<file path="src/mucw_pkg.sv">
package mucw_pkg;

	// Field widths fixed by the item formats
	localparam int VTX_W     = 4;
	localparam int CYC_W     = 3;
	localparam int POS_W     = 4;
	// Most results one run may produce
	localparam int RESULT_CAP = 16;
	localparam int RES_CNT_W  = $clog2(RESULT_CAP + 1);

	// One load transaction
	typedef struct packed {
		logic [VTX_W-1:0] vertex;
		logic [VTX_W-1:0] partner_first;
		logic [VTX_W-1:0] partner_second;
		logic             load_done;
	} item_t;

	// One emitted vertex of the walk
	typedef struct packed {
		logic [VTX_W-1:0] cycle_vertex;
		logic [CYC_W-1:0] cycle_number;
		logic [POS_W-1:0] cycle_position;
		logic             cycle_end;
		logic             run_end;
		logic             malformed;
	} result_t;

	// Classified command handed from front to back
	typedef struct packed {
		logic [VTX_W-1:0] vertex;
		logic [VTX_W-1:0] partner_first;
		logic [VTX_W-1:0] partner_second;
		logic             wr_en;
		logic             walk;
	} cmd_t;

	// Back-end sequencer states
	typedef enum logic [2:0] {
		ST_IDLE,
		ST_FIND,
		ST_STEP_A,
		ST_STEP_B,
		ST_FINISH
	} walk_st_t;

endpackage

</file>
<file path="src/matching_union_cycle_walk_core.sv">
// Matching union cycle walk.
// Input channel: drive item with start high; the transaction is taken at a
// rising edge where start is high and busy is low. Each transaction loads the
// first and second partner of one vertex; the one with load_done set also
// starts a decomposition of the union of both matchings into cycles.
// Result channel: result_valid is high for exactly one cycle per emitted
// vertex and result is taken at the edge that ends it; there is no stall.
// Load transactions go through a staging register and a two-entry queue, so
// one is taken every cycle while the walker is idle. A walk emits at most one
// result per cycle, with an extra step at each cycle start, the pop and the
// finish, paced by the registered read ports of the partner tables. The first
// result passes the staging register, the queue, FIND, then STEP_A (FINISH if
// the walk stops on its first vertex) and the output register. busy is high
// while the staging register is occupied and the queue is full.
// Reset clears control state and the visited marks; the partner tables are
// undefined until written.
module matching_union_cycle_walk_core
	import mucw_pkg::*;
#(
	parameter int VERTEX_COUNT = 16
) (
	input  logic    clk,
	input  logic    arst_n,
	input  logic    start,
	output logic    busy,
	input  item_t   item,
	output result_t result,
	output logic    result_valid
);

	cmd_t fe_cmd;
	logic fe_push;
	logic q_full;
	cmd_t q_cmd;
	logic q_valid;
	logic q_pop;

	mucw_front #(.VERTEX_COUNT(VERTEX_COUNT)) u_front (
		.clk      (clk),
		.arst_n   (arst_n),
		.start    (start),
		.busy     (busy),
		.item     (item),
		.cmd      (fe_cmd),
		.cmd_push (fe_push),
		.q_full   (q_full)
	);

	mucw_fifo u_fifo (
		.clk       (clk),
		.arst_n    (arst_n),
		.push_data (fe_cmd),
		.push      (fe_push),
		.full      (q_full),
		.pop_data  (q_cmd),
		.pop_valid (q_valid),
		.pop       (q_pop)
	);

	mucw_back #(.VERTEX_COUNT(VERTEX_COUNT)) u_back (
		.clk          (clk),
		.arst_n       (arst_n),
		.cmd          (q_cmd),
		.cmd_valid    (q_valid),
		.cmd_pop      (q_pop),
		.result       (result),
		.result_valid (result_valid)
	);

endmodule

</file>
<file path="src/mucw_ram.sv">
module mucw_ram #(
	parameter int WIDTH = 4,
	parameter int DEPTH = 16,
	localparam int AW = (DEPTH > 1) ? $clog2(DEPTH) : 1
) (
	input  logic             clk,
	input  logic             we,
	input  logic [AW-1:0]    waddr,
	input  logic [WIDTH-1:0] wdata,
	input  logic [AW-1:0]    raddr,
	output logic [WIDTH-1:0] rdata
);

	logic [WIDTH-1:0] mem_q [DEPTH];

	// One write port, one registered read port
	always_ff @(posedge clk) begin
		if (we) begin
			mem_q[waddr] <= wdata;
		end
		rdata <= mem_q[raddr];
	end

endmodule

</file>
<file path="src/mucw_front.sv">
module mucw_front
	import mucw_pkg::*;
#(
	parameter int VERTEX_COUNT = 16
) (
	input  logic  clk,
	input  logic  arst_n,
	input  logic  start,
	output logic  busy,
	input  item_t item,
	output cmd_t  cmd,
	output logic  cmd_push,
	input  logic  q_full
);

	logic fe_v_q;
	cmd_t fe_q;
	logic accept;

	assign busy     = fe_v_q && q_full;
	assign accept   = start && !busy;
	assign cmd_push = fe_v_q && !q_full;
	assign cmd      = fe_q;

	// Staging register: classify the transaction on the way in
	always_ff @(posedge clk or negedge arst_n) begin
		if (!arst_n) begin
			fe_v_q <= 1'b0;
		end else if (accept) begin
			fe_v_q <= 1'b1;
		end else if (cmd_push) begin
			fe_v_q <= 1'b0;
		end
	end

	always_ff @(posedge clk) begin
		if (accept) begin
			fe_q.vertex         <= item.vertex;
			fe_q.partner_first  <= item.partner_first;
			fe_q.partner_second <= item.partner_second;
			// out-of-range vertex is dropped, the walk still runs
			fe_q.wr_en          <= (int'(item.vertex) < VERTEX_COUNT);
			fe_q.walk           <= item.load_done;
		end
	end

endmodule

</file>
<file path="src/mucw_fifo.sv">
module mucw_fifo
	import mucw_pkg::*;
(
	input  logic clk,
	input  logic arst_n,
	input  cmd_t push_data,
	input  logic push,
	output logic full,
	output cmd_t pop_data,
	output logic pop_valid,
	input  logic pop
);

	cmd_t       slot_q [2];
	logic       wr_ptr_q;
	logic       rd_ptr_q;
	logic [1:0] count_q;

	assign full      = (count_q == 2'd2);
	assign pop_valid = (count_q != 2'd0);
	assign pop_data  = slot_q[rd_ptr_q];

	// Two-entry queue between front and back
	always_ff @(posedge clk or negedge arst_n) begin
		if (!arst_n) begin
			wr_ptr_q <= 1'b0;
			rd_ptr_q <= 1'b0;
			count_q  <= 2'd0;
		end else begin
			if (push && !full) begin
				wr_ptr_q <= ~wr_ptr_q;
			end
			if (pop && pop_valid) begin
				rd_ptr_q <= ~rd_ptr_q;
			end
			case ({push && !full, pop && pop_valid})
				2'b10:   count_q <= count_q + 2'd1;
				2'b01:   count_q <= count_q - 2'd1;
				default: count_q <= count_q;
			endcase
		end
	end

	always_ff @(posedge clk) begin
		if (push && !full) begin
			slot_q[wr_ptr_q] <= push_data;
		end
	end

endmodule

</file>
<file path="src/mucw_back.sv">
module mucw_back
	import mucw_pkg::*;
#(
	parameter int VERTEX_COUNT = 16
) (
	input  logic    clk,
	input  logic    arst_n,
	input  cmd_t    cmd,
	input  logic    cmd_valid,
	output logic    cmd_pop,
	output result_t result,
	output logic    result_valid
);

	localparam int VW = $clog2(VERTEX_COUNT);
	localparam int XW = (VW > VTX_W) ? VW : VTX_W;
	localparam int CW = XW + 1;

	walk_st_t state_q, state_d;

	logic [VERTEX_COUNT-1:0] visited_q;
	logic [VW-1:0]           start_q;
	logic [CYC_W-1:0]        cyc_q;
	logic [RES_CNT_W-1:0]    pos_q;
	logic [RES_CNT_W-1:0]    n_q;
	logic                    bad_q;
	result_t                 pend_q;
	logic                    pend_v_q;
	result_t                 out_q;
	logic                    strobe_q;

	logic [VTX_W-1:0] first_rd, second_rd;
	logic [XW-1:0]    wr_ext;
	logic             ram_we;

	logic             found;
	logic [VW-1:0]    found_idx;
	logic [VTX_W-1:0] nxt_raw;
	logic [XW-1:0]    nxt_ext;
	logic [VW-1:0]    nxt_idx;
	logic             nxt_oob;
	logic             n_full;
	logic             pos_over;

	logic                 emit;
	logic [VW-1:0]        emit_idx;
	logic [RES_CNT_W-1:0] emit_pos;
	logic [XW-1:0]        emit_ext;
	logic                 go_bad;
	logic                 go_close;
	logic                 go_fin;

	assign cmd_pop      = (state_q == ST_IDLE) && cmd_valid;
	assign result       = out_q;
	assign result_valid = strobe_q;

	// Partner tables, written together at pop, read at the emitted vertex
	assign ram_we = cmd_pop && cmd.wr_en;
	assign wr_ext = XW'(cmd.vertex);

	mucw_ram #(.WIDTH(VTX_W), .DEPTH(VERTEX_COUNT)) u_first_ram (
		.clk   (clk),
		.we    (ram_we),
		.waddr (wr_ext[VW-1:0]),
		.wdata (cmd.partner_first),
		.raddr (emit_idx),
		.rdata (first_rd)
	);

	mucw_ram #(.WIDTH(VTX_W), .DEPTH(VERTEX_COUNT)) u_second_ram (
		.clk   (clk),
		.we    (ram_we),
		.waddr (wr_ext[VW-1:0]),
		.wdata (cmd.partner_second),
		.raddr (emit_idx),
		.rdata (second_rd)
	);

	// Lowest unvisited vertex
	always_comb begin
		found     = 1'b0;
		found_idx = '0;
		for (int i = VERTEX_COUNT - 1; i >= 0; i--) begin
			if (!visited_q[i]) begin
				found     = 1'b1;
				found_idx = VW'(i);
			end
		end
	end

	// Partner just read back
	assign nxt_raw  = (state_q == ST_STEP_A) ? first_rd : second_rd;
	assign nxt_ext  = XW'(nxt_raw);
	assign nxt_idx  = nxt_ext[VW-1:0];
	assign nxt_oob  = (CW'(nxt_raw) >= CW'(VERTEX_COUNT));
	assign n_full   = (n_q >= RES_CNT_W'(RESULT_CAP));
	assign pos_over = (int'(pos_q) >= VERTEX_COUNT);
	assign emit_ext = XW'(emit_idx);

	// Step decisions
	always_comb begin
		emit     = 1'b0;
		emit_idx = '0;
		emit_pos = pos_q;
		go_bad   = 1'b0;
		go_close = 1'b0;
		go_fin   = 1'b0;
		case (state_q)
			ST_FIND: begin
				emit_idx = found_idx;
				emit_pos = '0;
				if (!found) begin
					go_fin = 1'b1;
				end else if (n_full) begin
					go_bad = 1'b1;
				end else begin
					emit = 1'b1;
				end
			end
			ST_STEP_A: begin
				emit_idx = nxt_idx;
				if (nxt_oob || n_full) begin
					go_bad = 1'b1;
				end else begin
					emit = 1'b1;
				end
			end
			ST_STEP_B: begin
				emit_idx = nxt_idx;
				if (nxt_oob) begin
					go_bad = 1'b1;
				end else if (nxt_idx == start_q) begin
					go_close = 1'b1;
				end else if (pos_over || n_full) begin
					go_bad = 1'b1;
				end else begin
					emit = 1'b1;
				end
			end
			default: begin
				emit_idx = '0;
			end
		endcase
	end

	// Next state
	always_comb begin
		state_d = state_q;
		case (state_q)
			ST_IDLE: begin
				if (cmd_pop && cmd.walk) begin
					state_d = ST_FIND;
				end
			end
			ST_FIND: begin
				if (emit) begin
					state_d = ST_STEP_A;
				end else begin
					state_d = ST_FINISH;
				end
			end
			ST_STEP_A: begin
				if (emit) begin
					state_d = ST_STEP_B;
				end else begin
					state_d = ST_FINISH;
				end
			end
			ST_STEP_B: begin
				if (emit) begin
					state_d = ST_STEP_A;
				end else if (go_close) begin
					state_d = ST_FIND;
				end else begin
					state_d = ST_FINISH;
				end
			end
			ST_FINISH: state_d = ST_IDLE;
			default:   state_d = ST_IDLE;
		endcase
	end

	// Control state: FSM, marks, counters, result strobe
	always_ff @(posedge clk or negedge arst_n) begin
		if (!arst_n) begin
			state_q   <= ST_IDLE;
			visited_q <= '0;
			start_q   <= '0;
			cyc_q     <= '0;
			pos_q     <= '0;
			n_q       <= '0;
			bad_q     <= 1'b0;
			pend_v_q  <= 1'b0;
			strobe_q  <= 1'b0;
		end else begin
			state_q  <= state_d;
			// held result goes out on the next emit or at finish
			strobe_q <= pend_v_q && (emit || (state_q == ST_FINISH));
			if (cmd_pop && cmd.walk) begin
				visited_q <= '0;
				cyc_q     <= '0;
				pos_q     <= '0;
				n_q       <= '0;
				bad_q     <= 1'b0;
				pend_v_q  <= 1'b0;
			end
			if (emit) begin
				visited_q[emit_idx] <= 1'b1;
				pos_q               <= emit_pos + RES_CNT_W'(1);
				n_q                 <= n_q + RES_CNT_W'(1);
				pend_v_q            <= 1'b1;
				if (state_q == ST_FIND) begin
					start_q <= found_idx;
				end
			end
			if (go_close) begin
				cyc_q <= cyc_q + CYC_W'(1);
			end
			if (go_bad) begin
				bad_q <= 1'b1;
			end
			if (state_q == ST_FINISH) begin
				pend_v_q <= 1'b0;
			end
		end
	end

	// Held result and output register
	always_ff @(posedge clk) begin
		if (emit) begin
			out_q                 <= pend_q;
			pend_q.cycle_vertex   <= emit_ext[VTX_W-1:0];
			pend_q.cycle_number   <= cyc_q;
			pend_q.cycle_position <= emit_pos[POS_W-1:0];
			pend_q.cycle_end      <= 1'b0;
			pend_q.run_end        <= 1'b0;
			pend_q.malformed      <= 1'b0;
		end
		if (go_close) begin
			pend_q.cycle_end <= 1'b1;
		end
		if (state_q == ST_FINISH) begin
			out_q.cycle_vertex   <= pend_q.cycle_vertex;
			out_q.cycle_number   <= pend_q.cycle_number;
			out_q.cycle_position <= pend_q.cycle_position;
			out_q.run_end        <= 1'b1;
			out_q.malformed      <= bad_q;
			out_q.cycle_end      <= pend_q.cycle_end && !bad_q;
		end
	end

	a_malformed_ends_run: assert property (@(posedge clk) disable iff (!arst_n)
		(result_valid && result.malformed) |-> (result.run_end && !result.cycle_end))
		else $error("malformed result without run end");

	a_gap_after_run: assert property (@(posedge clk) disable iff (!arst_n)
		(result_valid && result.run_end) |=> !result_valid)
		else $error("result right after run end");

	a_count_bound: assert property (@(posedge clk) disable iff (!arst_n)
		n_q <= RES_CNT_W'(RESULT_CAP))
		else $error("result count over cap");

	a_idle_no_held: assert property (@(posedge clk) disable iff (!arst_n)
		(state_q == ST_IDLE) |-> !pend_v_q)
		else $error("held result left over in idle");

endmodule

</file>
<file path="config.mk">
export PLATFORM = sky130hd
export DESIGN_NAME = matching_union_cycle_walk_core
export DESIGN_NICKNAME = d
export VERILOG_FILES = /design/src/mucw_pkg.sv /design/src/matching_union_cycle_walk_core.sv /design/src/mucw_ram.sv /design/src/mucw_front.sv /design/src/mucw_fifo.sv /design/src/mucw_back.sv
export SDC_FILE = /design/constraint.sdc
export NUM_CORES = 1
export LEC_CHECK = 0
export ABC_CLOCK_PERIOD_IN_PS = 3600
export BUFFER_PORTS_ARGS = -buffer_cell sky130_fd_sc_hd__buf_2
export CAP_MARGIN = 20
export CORE_MARGIN = 4
export CORE_UTILIZATION = 45
export DETAILED_ROUTE_END_ITERATION = 7
export SYNTH_ARGS = -nofsm -noshare
export SYNTH_HDL_FRONTEND = slang
export SYNTH_SLANG_ARGS = --single-unit
</file>
<file path="constraint.sdc">
create_clock -name clk -period 3.6 [get_ports clk]
set_clock_uncertainty 0.05 [all_clocks]
set_input_delay 0.18 -clock clk [delete_from_list [all_inputs] [get_ports clk]]
set_output_delay 0.18 -clock clk [all_outputs]
set_load 0.03 [all_outputs]
</file>
==> impl_metrics.csv <==
group,metric,value,unit
outcome,status,"finished clean",
final_layout,area_delta_synth_final,15.3,%
yosys,synth_edf_count,191,
cts,cts_inserted_buffers,26,
global_routing,grt_max_degree,49,
critical_path,required,3.71,ns
die,rows,54,
yosys,synth_cell_types,60,
power_and_ir_drop,irDropWorstVdd,0.000493,V
cts,cts_root_buf,"clkbuf_16",
drt,drt-met1-wl,9980,µm
yosys,synth-warning-count,0,
critical_path,path_class,"reg -> reg",
power_and_ir_drop,p_leak,4.22,nW
yosys,ys_seq_elements,245,
global_routing,grt_usage,17.8,%
sta,rsz0062_at_grt,"no",
die,initial_core_util,45.9,%
drt,vias_per_cell,5.74,
sta,setup_viol,0,
critical_path,cp-end-kind,"flip-flop",
place,place_hpwl,14100,µm
global_routing,antenna_found_initial,0,
power_and_ir_drop,power.density,833,nW/µm²
power_and_ir_drop,power.total,9.68,mW
power_and_ir_drop,comb_power_share,29.8,%
sta,fmax,309,MHz
final_layout,diodes,0,
yosys,synth_area,10100,µm²
yosys,synth.avg_cell_area,13.6,µm²
final_layout,mostFrequentLayoutCell,"edfxtp_1",
sta,relSlewSlack,40.3,%
cts,clk_pin_slew,0.06,ns
drt,met3_length,1360,µm
critical_path,path_cells,"buf_4 -> nor3b_4 -> a2111oi_1 -> a221oi_1 -> nor4_4 -> o32a_4 -> inv_2 -> nor2_4 -> inv_1",
global_routing,grt_overflow,0,
die,ios,32,
drt,drcViolationCount,0,
critical_path,cp_slowest_stage_delay,0.49,ns
critical_path,critPathMaxFanout,14,
die,die_area,24900,µm²
final_layout,drive_gt1_share,15.3,%
power_and_ir_drop,p_switching,3.31,mW
cts,clock_sinks,245,
final_layout,final_core_util,52.9,%
critical_path,cp.buffers_inverters,3,
sta,tns,0,ns
cts,cts_tree,"yes",
cts,htree_num_levels,1,
critical_path,worstSetupStartpointType,"flip-flop",
drt,drtIter0Drc,781,
drt,top_layer_used,"met4",
global_routing,grt_pass1_vias,6158,
critical_path,critPathTopFamily,"compound AO/OA/AOI/OAI gates",
global_routing,grt_pass1_wl,35000,µm
drt,routed_wl,21500,µm
sta,tightest_slew,0.895,ns
critical_path,arrival,3.35,ns
drt,drt_first_pass_iters,6,
drt,wl_met2,9950,µm
final_layout,final_cell_mix,"edfxtp_1 (191), nand3_1 (56), o21ai_0 (49), dfrtp_1 (44), nand2_1 (41)",
hold_path,hold_class,"in -> reg",
flow_run,cap_violations,0,
die,die_x,158,µm
place,gp_congestion,0.840,
cts,clk_path_buf_depth,3,
final_layout,finalNetCount,825,
yosys,ys_async_sr_fraction,18.0,%
drt,num_vias,6322,
sta,fin_crit,3.24,ns
power_and_ir_drop,p_int,6.37,mW
sta,slew_viol_final,0,
cts,clkLatencyLatePin,0.51,ns
die,die_h,158,µm
power_and_ir_drop,sw_frac_of_total,34.2,%
power_and_ir_drop,seqPwrFrac,44.9,%
drt,ant_nets,0,
place,numPortBuffers,31,
die,coreArea,22000,µm²
cts,post-cts-setup-buffers,0,
yosys,syn_inst,742,
power_and_ir_drop,power_frac_clock,25.3,%
sta,hold_violations,0,
yosys,synth_flop_cell,"edfxtp_1",
sta,min_period_over_period,90.0,%
critical_path,crit_slowest_cell,"a221oi_1",
yosys,synth_seq_area_share,69.8,%
yosys,synth_fp_nets,763,
drt,detail_route.wl_per_cell,19.5,µm
## worst paths after layout
path / cells past startpoint / startpoint / to / slack (ns)
hold / removal: 2 / item[12] / u_front.cmd[13] / 0.32
max in group asynchronous: 4 / arst_n / u_back.cyc_q[1] / 2.56
setup / recovery: 9 / u_back.state_q[0] / u_back.result[5] / 0.36
min in group asynchronous: 3 / arst_n / u_fifo.wr_ptr_q / 0.50
setup reg to reg: 9 / u_back.state_q[0] / u_back.result[5] / 0.36
hold reg to reg: 0 / u_front.cmd[5] / u_fifo.slot_q[0][4] / 0.39
## timing repair
item,4_1_cts,5_1_grt
resized for setup,0,1
hold endpoints to repair,58,4
hold buffers,15,1
endpoints found under the setup margin,0,13
## metrics by stage
step           area [µm²]  worst slack, ns  hold WS (ns)  std cells
6_report            11600            0.359         0.325       1102
5_1_grt             11600           0.0781         0.326       1102
4_1_cts             11600            0.250         0.302       1098
3_5_place_dp        10600            0.263         0.308       1037
3_3_place_gp        10600            0.379         0.309       1037
2_1_floorplan       10100            0.791        -0.166        742
## flip-flops by register name, indices dropped and copies added (netlist names), 4 cells and up
name and cells:
u_back.u_first_ram.mem_q 64, u_back.u_second_ram.mem_q 64, u_fifo.slot_q 26, u_back.visited_q 16
u_back.result 14, u_front.cmd 13, u_back.pend_q 12, u_back.n_q 5
u_back.pos_q 5, u_back.start_q 4, u_back.u_first_ram.rdata 4, u_back.u_second_ram.rdata 4
## power by group through the flow
stage | sequential (mW) | clock (mW) | combinational (mW)
global placement | 4.38 | 0 | 2.77
CTS | 4.35 | 2.51 | 2.85
floorplan | 4.41 | 0 | 1.88
finish | 4.34 | 2.45 | 2.89
global route | 4.41 | 2.65 | 3.19
detailed placement | 4.40 | 0 | 2.83
## Yosys cell counts, types with 3 or more instances
cell type	number	area share, %
o21ai_0	49	2.4
nor2b_1	18	1.1
nand3b_1	3	0.22
a22o_1	12	1.0
and2_1	10	0.62
dfxtp_1	10	2.0
ha_1	5	0.62
clkbuf_1	33	1.2
a31oi_1	17	1.1
and3_1	35	2.2
buf_2	6	0.30
mux2i_1	3	0.30
nand4_1	6	0.37
edfxtp_1	191	57
nand3_1	56	2.8
xor2_1	3	0.26
nor3_1	6	0.30
mux2_2	20	2.2
nor2_1	36	1.3
a32o_1	5	0.50
nand2b_1	5	0.31
nor3b_1	5	0.37
dfrtp_1	44	11
a211o_1	17	1.5
a221oi_1	3	0.26
a211oi_1	9	0.67
xnor2_1	3	0.26
o211ai_1	9	0.67
o311ai_0	8	0.70
a21oi_1	8	0.40
a22oi_1	8	0.60
inv_1	23	0.86
nand2_1	41	1.5
## cell type report
cell class              count  area [µm²]
fillers                  1783       10300
repair buffers             76         553
clock buffers              33         708
flip-flops and latches    245        7040
well taps                 280         350
multi-input cells         430        2790
clock inverters            13        85.1
inverters                  25        93.8
## layer usage
layer	up-vias	GRT usage (%)
met5	-	0
met4	0	3.93
met3	22	2.43
met2	233	27.0
met1	3099	27.5
li1	2968	-
## cells by family (layout without fill, tap and decap cells)
group | Yosys count | in the layout | synth area share [%]
AOI/OAI and AO/OA | 165 | 165 | 11.6
xor gates and xnor gates | 6 | 6 | 0.522
adders and majority gates | 5 | 5 | 0.621
buffers and inverters | 67 | 147 | 2.76
DFF | 245 | 245 | 69.8
muxes | 23 | 23 | 2.53
and+or+nand+nor | 231 | 231 | 12.1
(Power assumes the default switching activity.)
